--- config.mk ---
export PLATFORM = sky130hd
export DESIGN_NAME = servo_slew_ramp_pwm_unit
export DESIGN_NICKNAME = d
export VERILOG_FILES = /design/src/sv/sspwm_pkg.sv /design/src/sv/servo_slew_ramp_pwm_unit.sv /design/src/sv/sspwm_regs.sv /design/src/sv/sspwm_channel.sv
export SDC_FILE = /design/constraint.sdc
export NUM_CORES = 2
export LEC_CHECK = 0
export ABC_AREA = 1
export BUFFER_PORTS_ARGS = -buffer_cell sky130_fd_sc_hd__buf_2
export CORE_MARGIN = 4
export CORE_UTILIZATION = 40
export CTS_CLUSTER_SIZE = 8
export DETAILED_ROUTE_END_ITERATION = 7
export SLEW_MARGIN = 15
export SYNTH_ARGS = -nofsm -noshare
export SYNTH_HDL_FRONTEND = slang
export SYNTH_HIERARCHICAL = 1
export SYNTH_SLANG_ARGS = --single-unit
--- constraint.sdc ---
create_clock -name clk -period 16.3 [get_ports clk]
set_input_delay 3.26 -clock clk [delete_from_list [all_inputs] [get_ports clk]]
set_output_delay 3.26 -clock clk [all_outputs]
set_load 0.05 [all_outputs]
--- src/sv/sspwm_pkg.sv ---
package sspwm_pkg;

	localparam int unsigned NUM_SERVOS = 4;
	localparam int unsigned ANGLE_W    = 9;
	localparam int unsigned PERIOD_W   = 8;
	localparam int unsigned GAIN_W     = 22;
	localparam int unsigned OFFSET_W   = 14;
	localparam int unsigned CMP_W      = 16;

	localparam logic [ANGLE_W-1:0]  RST_MAX_FIRST = 9'd301;
	localparam logic [ANGLE_W-1:0]  RST_MAX_REST  = 9'd180;
	localparam logic [GAIN_W-1:0]   RST_GAIN      = 22'd2184533;
	localparam logic [OFFSET_W-1:0] RST_OFFSET    = 14'd1500;

	typedef enum logic {
		CMD_TICK = 1'b0,
		CMD_MOVE = 1'b1
	} cmd_t;

	typedef enum logic [1:0] {
		REG_MAX_FIRST = 2'd0,
		REG_MAX_REST  = 2'd1,
		REG_GAIN      = 2'd2,
		REG_OFFSET    = 2'd3
	} reg_idx_t;

	typedef struct packed {
		logic [ANGLE_W-1:0]  max_first;
		logic [ANGLE_W-1:0]  max_rest;
		logic [GAIN_W-1:0]   gain;
		logic [OFFSET_W-1:0] offset;
	} cfg_t;

	typedef struct packed {
		logic                tick;
		logic                move;
		logic [ANGLE_W-1:0]  goal;
		logic [PERIOD_W-1:0] period;
	} chan_cmd_t;

	function automatic logic [ANGLE_W-1:0] start_angle(input logic [1:0] ch);
		logic [ANGLE_W-1:0] a;
		case (ch)
			2'd0:    a = 9'd59;
			2'd1:    a = 9'd59;
			2'd2:    a = 9'd178;
			2'd3:    a = 9'd41;
			default: a = 9'd59;
		endcase
		return a;
	endfunction

endpackage

--- src/sv/servo_slew_ramp_pwm_unit.sv ---
// Four-channel servo slew limiter. Each input transaction is either a tick
// (tuser = 0) or a move request (tuser = 1) for one servo; every transaction
// yields exactly one result carrying the four PWM compare values and the
// moving mask as they stand after that transaction. One transaction is
// accepted per clock while s_tready is high. It sits in the input
// register; the per-channel state update and the 9x22 compare multiply
// then load the result register, which drives m_tvalid. While a result
// waits for m_tready the input register can still take one more
// transaction, then s_tready drops. The user writes registers over the
// APB port only while no transaction is in flight; the block does not enforce it.
module servo_slew_ramp_pwm_unit (
	input  logic        clk,
	input  logic        arst_n,
	input  logic        s_tvalid,
	output logic        s_tready,
	input  logic [23:0] s_tdata,  // servo_index[1:0], target_angle[10:2], step_ms[18:11]
	input  logic        s_tuser,  // command
	output logic        m_tvalid,
	input  logic        m_tready,
	output logic [71:0] m_tdata,  // compare_one[15:0], compare_two[31:16],
	                              // compare_three[47:32], compare_four[63:48],
	                              // moving_mask[67:64]
	input  logic        psel,
	input  logic        penable,
	input  logic        pwrite,
	input  logic [3:0]  paddr,
	input  logic [31:0] pwdata,
	output logic [31:0] prdata,
	output logic        pready
);

	sspwm_pkg::cfg_t      cfg;
	sspwm_pkg::chan_cmd_t ch_cmd [4];

	logic        valid_s1;
	logic        cmd_s1;
	logic [1:0]  idx_s1;
	logic [8:0]  tgt_s1;
	logic [7:0]  step_s1;
	logic        adv;
	logic        m_tvalid_q;
	logic [71:0] m_tdata_q;
	logic [15:0] cmp [4];
	logic [3:0]  mask;

	sspwm_regs u_regs (
		.clk     (clk),
		.arst_n  (arst_n),
		.psel    (psel),
		.penable (penable),
		.pwrite  (pwrite),
		.paddr   (paddr),
		.pwdata  (pwdata),
		.prdata  (prdata),
		.pready  (pready),
		.cfg     (cfg)
	);

	assign adv      = valid_s1 && (!m_tvalid_q || m_tready);
	assign s_tready = !valid_s1 || adv;

	always_ff @(posedge clk or negedge arst_n) begin
		if (!arst_n) begin
			valid_s1 <= 1'b0;
		end else if (s_tready) begin
			valid_s1 <= s_tvalid;
		end
	end

	always_ff @(posedge clk) begin
		if (s_tready && s_tvalid) begin
			cmd_s1  <= s_tuser;
			idx_s1  <= s_tdata[1:0];
			tgt_s1  <= s_tdata[10:2];
			step_s1 <= s_tdata[18:11];
		end
	end

	for (genvar i = 0; i < 4; i++) begin : g_ch
		localparam logic [1:0] CH = 2'(i);

		always_comb begin
			ch_cmd[i].tick   = adv && (cmd_s1 == sspwm_pkg::CMD_TICK);
			ch_cmd[i].move   = adv && (cmd_s1 == sspwm_pkg::CMD_MOVE) && (idx_s1 == CH);
			ch_cmd[i].goal   = tgt_s1;
			ch_cmd[i].period = step_s1;
		end

		sspwm_channel #(.CH(CH)) u_ch (
			.clk     (clk),
			.arst_n  (arst_n),
			.cmd     (ch_cmd[i]),
			.limit   ((i == 0) ? cfg.max_first : cfg.max_rest),
			.gain    (cfg.gain),
			.offset  (cfg.offset),
			.compare (cmp[i]),
			.moving  (mask[i])
		);
	end

	always_ff @(posedge clk or negedge arst_n) begin
		if (!arst_n) begin
			m_tvalid_q <= 1'b0;
		end else if (adv) begin
			m_tvalid_q <= 1'b1;
		end else if (m_tready) begin
			m_tvalid_q <= 1'b0;
		end
	end

	// channel state and result register load on the same edge, so the
	// result is built from the channels' next values
	always_ff @(posedge clk) begin
		if (adv) begin
			m_tdata_q <= {4'd0, mask, cmp[3], cmp[2], cmp[1], cmp[0]};
		end
	end

	assign m_tvalid = m_tvalid_q;
	assign m_tdata  = m_tdata_q;

endmodule

--- src/sv/sspwm_regs.sv ---
module sspwm_regs (
	input  logic                clk,
	input  logic                arst_n,
	input  logic                psel,
	input  logic                penable,
	input  logic                pwrite,
	input  logic [3:0]          paddr,
	input  logic [31:0]         pwdata,
	output logic [31:0]         prdata,
	output logic                pready,
	output sspwm_pkg::cfg_t     cfg
);

	sspwm_pkg::cfg_t cfg_q;
	logic            wr_en;
	logic [1:0]      idx;

	assign pready = 1'b1;
	assign wr_en  = psel && penable && pwrite;
	assign idx    = paddr[3:2];
	assign cfg    = cfg_q;

	always_ff @(posedge clk or negedge arst_n) begin
		if (!arst_n) begin
			cfg_q.max_first <= sspwm_pkg::RST_MAX_FIRST;
			cfg_q.max_rest  <= sspwm_pkg::RST_MAX_REST;
			cfg_q.gain      <= sspwm_pkg::RST_GAIN;
			cfg_q.offset    <= sspwm_pkg::RST_OFFSET;
		end else if (wr_en) begin
			case (idx)
				sspwm_pkg::REG_MAX_FIRST: cfg_q.max_first <= pwdata[8:0];
				sspwm_pkg::REG_MAX_REST:  cfg_q.max_rest  <= pwdata[8:0];
				sspwm_pkg::REG_GAIN:      cfg_q.gain      <= pwdata[21:0];
				sspwm_pkg::REG_OFFSET:    cfg_q.offset    <= pwdata[13:0];
				default: ;
			endcase
		end
	end

	always_comb begin
		case (idx)
			sspwm_pkg::REG_MAX_FIRST: prdata = {23'd0, cfg_q.max_first};
			sspwm_pkg::REG_MAX_REST:  prdata = {23'd0, cfg_q.max_rest};
			sspwm_pkg::REG_GAIN:      prdata = {10'd0, cfg_q.gain};
			sspwm_pkg::REG_OFFSET:    prdata = {18'd0, cfg_q.offset};
			default:                  prdata = 32'd0;
		endcase
	end

endmodule

--- src/sv/sspwm_channel.sv ---
module sspwm_channel #(
	parameter logic [1:0] CH = 2'd0
) (
	input  logic                  clk,
	input  logic                  arst_n,
	input  sspwm_pkg::chan_cmd_t  cmd,
	input  logic [8:0]            limit,
	input  logic [21:0]           gain,
	input  logic [13:0]           offset,
	output logic [15:0]           compare,
	output logic                  moving
);

	logic [8:0]  angle_q, goal_q, angle_n, goal_n, step_angle;
	logic [7:0]  period_q, wait_q, period_n, wait_n, wait_inc;
	logic [15:0] compare_q, compare_n, sat;
	logic        do_step;
	logic [30:0] prod;
	logic [31:0] rounded;
	logic [16:0] sum;

	always_comb begin
		goal_n   = goal_q;
		period_n = period_q;
		wait_n   = wait_q;
		do_step  = 1'b0;
		wait_inc = wait_q + 8'd1;
		if (cmd.move) begin
			goal_n   = cmd.goal;
			period_n = cmd.period;
			wait_n   = 8'd0;
			do_step  = (angle_q != cmd.goal);
		end else if (cmd.tick && (angle_q != goal_q)) begin
			if (wait_inc >= period_q) begin
				wait_n  = 8'd0;
				do_step = 1'b1;
			end else begin
				wait_n = wait_inc;
			end
		end
	end

	assign step_angle = (angle_q < goal_n) ? angle_q + 9'd1 : angle_q - 9'd1;

	// round to nearest, halves up, then saturate
	assign prod    = 31'(step_angle) * 31'(gain);
	assign rounded = {1'b0, prod} + 32'd32768;
	assign sum     = {1'b0, rounded[31:16]} + 17'(offset);
	assign sat     = sum[16] ? 16'hFFFF : sum[15:0];

	assign angle_n   = do_step ? step_angle : angle_q;
	assign compare_n = (do_step && (step_angle <= limit)) ? sat : compare_q;

	always_ff @(posedge clk or negedge arst_n) begin
		if (!arst_n) begin
			angle_q   <= sspwm_pkg::start_angle(CH);
			goal_q    <= sspwm_pkg::start_angle(CH);
			period_q  <= 8'd0;
			wait_q    <= 8'd0;
			compare_q <= 16'd0;
		end else begin
			angle_q   <= angle_n;
			goal_q    <= goal_n;
			period_q  <= period_n;
			wait_q    <= wait_n;
			compare_q <= compare_n;
		end
	end

	// state as it stands after this cycle's update
	assign compare = compare_n;
	assign moving  = (angle_n != goal_n);

endmodule
* Word-level counts from Yosys, hierarchy flattened
Cells that the tools add are included.
** Word-level totals
- Register bits :: 344
- Bits of input ports :: 68
- Output and inout bits :: 107
- Logic and storage cells :: 166
** Cells by class
- Add/subtract/negate cells :: 20
- Multipliers :: 4
- $lt $le $gt $ge :: 12
- Equality and inequality tests :: 18
- Muxes and demuxes :: 47
- Bitwise logic cells :: 1
- Reductions and logical operators :: 33
** Operator list (number)
- $add 31x16->32 const B :: 4
- $mux 16 :: 8
- $pmux 32 s4 :: 1
- $mul 9x22->31 :: 4
- $mux 9 :: 12
- $ne 9x9->1 :: 12
- $mux 8 :: 12
- $add 16x14->17 :: 4
- $add 9x1->9 const B :: 4
- $le 9x9->1 :: 4
- $lt 9x9->1 :: 4
- $sub 9x1->9 const B :: 4
- $add 8x1->8 const B :: 4
- $ge 8x8->1 :: 4
- $logic_and 1x1->1 :: 18
- $mux 1 :: 14
- $reduce_bool 2->1 :: 5
- $eq 2x2->1 const B :: 4
- $reduce_and 2->1 :: 4
- $eq 2x1->1 const B :: 2
- $logic_not 2->1 :: 2
- $logic_not 1->1 :: 2
- $logic_or 1x1->1 :: 2
- $not 1->1 :: 1

* Depth between registers and ports, before layout
- Word-level depth :: 13
- Depth in mapped cells :: 64

* By module
Netlist, hierarchy kept.
** By module, submodules not included
- sspwm_channel at g_ch[1].u_ch :: instances 1, cells an instance 1426, area each 10644.0 um2, sequential area each 1263.7 um2
- sspwm_channel at g_ch[3].u_ch :: instances 1, cells an instance 1407, area each 10618.9 um2, sequential area each 1258.7 um2
- sspwm_channel at g_ch[2].u_ch :: instances 1, cells an instance 1416, area each 10606.4 um2, sequential area each 1261.2 um2
- sspwm_channel at g_ch[0].u_ch :: instances 1, cells an instance 1383, area each 10447.5 um2, sequential area each 1263.7 um2
- servo_slew_ramp_pwm_unit :: instances 1, cells an instance 116, area each 2820.2 um2, sequential area each 2692.6 um2
- sspwm_regs :: instances 1, cells an instance 339, area each 2595.0 um2, sequential area each 1383.8 um2

* Worst setup path before layout
OpenSTA, ideal clock, no wires.
- Path kind :: input to register
- Start :: input port m_tready
- End :: register m_tdata_q[45], in the netlist m_tdata[45] (data pin)
- Arrival :: 11978 ps
- Path slack :: 4063 ps
- Cell stages on the path :: 45
- Buffers on the path :: 4
- Cell sequence :: inv_1 nand2_2 nand3_2 nor2_1 buf_2 clkbuf_1 nand2_1 o21ai_0 ha_1 a21o_1 nor2_1 nand3_1 ha_1 nand2_1 nand2_1 nand2_1 nand3_1 or2_2 (+9 left out) fa_1 fa_1 ha_1 a21o_1 a21oi_1 a21boi_1 o21bai_1 nand2_1 nand2_1 xor2_1 ha_1 a21oi_1 o21ai_0 a31oi_1 o21ai_0 or2_2 a21oi_1 a2bb2oi_2
** RTL lines
- start, declared :: line servo_slew_ramp_pwm_unit.sv:19 : input logic m_tready,
- end signal, assigned :: line servo_slew_ramp_pwm_unit.sv:115 : m_tdata_q <= {4'd0, mask, cmp[3], cmp[2], cmp[1], cmp[0]};
- end, declared :: line servo_slew_ramp_pwm_unit.sv:42 : logic [71:0] m_tdata_q;

==> run metrics <==
status finished, final reports clean; CP Depth 45; Syn Std Cell Area 47700 um2; largest net degree at the start of global routing 73; Max transition margin 27.5%; Max Cap Violations 0; Initial Util 40.4%; max-slew violation count 0; top_reg_cell synth dfrtp_1; critical path's top delay family adder cells; initial antenna violation count 13; Placer Congestion 0.897; register area share after synthesis 19.1%; Worst Reg-to-Reg Cells 43; area delta synth->final 7.94%; Final setup viols 0; # hold bufs at CTS 0; synth top area cells fa_1 24%, ha_1 13%, nand2_1 12%; CTS root buf clkbuf_16; Antenna Nets Post-Route 0; setup slack, reg-to-reg 4.64 ns; Die Ht 353 um; post-CTS resize count 0; grt ovf 0; critical path launch point type input port; total CTS buffers 51; clk sinks 344; clk buf depth 3; worst slew pin tran 1.09 ns; drt drc 0; setup TNS 0 ns; FILL cells 12000; CP max stage cell o21ai_0; Synth Area per Inst 7.84 um2; Fmax 0.0714 GHz; first-pass GRT wire length 219000 um; minimum clock period 14.01 ns; worst-skew pair later-pin latency 0.62 ns; worst setup path class input port to flop; CTS H-tree lvls 2; vias per inst 5.11; Final HPWL DP 107000 um; IO Pins 175; Post-synth ARST share 74.4%; CP peak stage delay 0.60 ns; ratio of cells with drive above 1 in the final layout 7.62%; Hold Crit Class flop to flop; vias 39800; Mapped Cells 6087; PortBufs 142; core footprint 118000 um2; WP data arrival 14.42 ns; CP Max Fanout 31; flops & latches, synth 344; Buf/Inv on CP 9; Data required, critical path 16.71 ns; final worst path period share 86.0%; Starting DRT DRC Count 2579; WL/cell 17.5 um; Synth area leader fa_1; post-CTS setup buffers 0; drt total wl 136000 um; TritonRoute pass-1 iters 5; final core utilization 43.6%; post-synth top area share 24.0%; RSZ-0062 raised after global routing no; DIE AREA 125000 um2; most used cell along the critical path inv_1; total track usage 21.9%; row count 126; vias in the first global route 39900; TritonCTS clock tree done; hold-critical path depth 2; YS warnings 6; clock skew 0.0338 ns; count leader, synth nand2_1; Critical Path End Type flop; EDFF count, synth 88; Netlist cell types 69; commonest cells in the netlist 1528 x nand2_1, 1158 x inv_1, 619 x nor2_1; Hold Vio Cnt, Final 0; die width 353 um; final net count 7320; clock-pin slew on the worst setup and hold paths 0.05 ns
-- cell type report --
cell class,count,area [um2],share of cell area [%]
flip-flops and latches,344,9120,17.7
well taps,1536,1920,3.73
inverters,1184,4460,8.65
clock buffers,88,1470,2.85
diodes,10,25.0,0.0486
repair buffers,180,1010,1.95
multi-input cells,4435,33500,65.0
clock inverters,5,43.8,0.0850
-- stage by stage --
step,area [um2],setup WS (ns),cells,hold slack [ns]
final,51500,2.29,7782,0.469
after global routing,51500,1.34,7772,0.488
after CTS,51500,2.39,7772,0.474
after detailed placement,50000,1.79,7679,0.459
after global placement,50000,1.86,7679,0.457
after floorplan,47800,4.06,6099,0.441
-- path summary, 6_finish.rpt --
path	startpoint	endpoint
max in group asynchronous	arst_n	g_ch[3].u_ch/compare_q[8]
min in group asynchronous	arst_n	g_ch[2].u_ch/period_q[7]
hold reg to reg	g_ch[1].u_ch/compare_q[8]	g_ch[1].u_ch/compare_q[8]
setup reg to reg	m_tvalid	m_tdata[13]
hold / removal	g_ch[1].u_ch/compare_q[8]	g_ch[1].u_ch/compare_q[8]
setup / recovery	m_tready	m_tdata[13]
-- cell usage in the layout (no fill, tap or decap), drive strengths merged, types with 4 or more instances in the layout --
cell type / n
nor2: 631
o31ai: 4
o211ai: 12
o22ai: 20
o21ai: 173
fa: 572
o21a: 30
a2bb2oi: 28
edfxtp: 88
nand2: 1566
or2: 41
a21o: 29
a21boi: 9
o21bai: 12
buf: 180
nand3b: 7
clkbuf: 88
ha: 484
xnor2: 52
xor2: 115
clkinv: 7
nand3: 271
nand4: 65
a21oi: 212
nor3: 45
dfrtp: 196
dfstp: 60
nor4: 7
conb: 15
a31oi: 20
diode: 10
inv: 1182
-- registers in the layout, indices dropped and copies added, names as in the netlist --
register	cells
g_ch.u_ch/compare_q	64
u_regs/cfg	54
m_tdata	68
g_ch.u_ch/wait_q	32
g_ch.u_ch/angle_q	36
m_tvalid	1
cmd_s1	1
step_s1	8
valid_s1	1
g_ch.u_ch/period_q	32
g_ch.u_ch/goal_q	36
tgt_s1	9
idx_s1	2
-- per-layer routing --
metal	GRT usage (%)	share of wire [%]	routed length, um
met5	0	0.027	37
met4	5.19	2.4	3280
met3	5.95	9.4	12800
met1	31.4	46	62200
met2	33.0	43	57900
-- cells by family after synthesis --
| kind of cell | Yosys count | share of synthesized area (%) |
|---|---|---|
| and+or+nand+nor | 2635 | 23.1 |
| buffers and inverters | 1320 | 10.9 |
| adders and majority gates | 1056 | 36.7 |
| AOI/OAI and AO/OA | 560 | 7.07 |
| DFF | 344 | 19.1 |
| xor gates and xnor gates | 169 | 3.16 |
| other | 3 | 0.0236 |
-- worst min-delay path: stages, from the launching register on --
cell and delay [ns]:
dfrtp_1 0.32, nand2_1 0.05, nand2_1 0.07
Power is left out: the tool's default activity adds up to more than one toggle a clock period on the data nets, which glitch-free logic cannot reach.
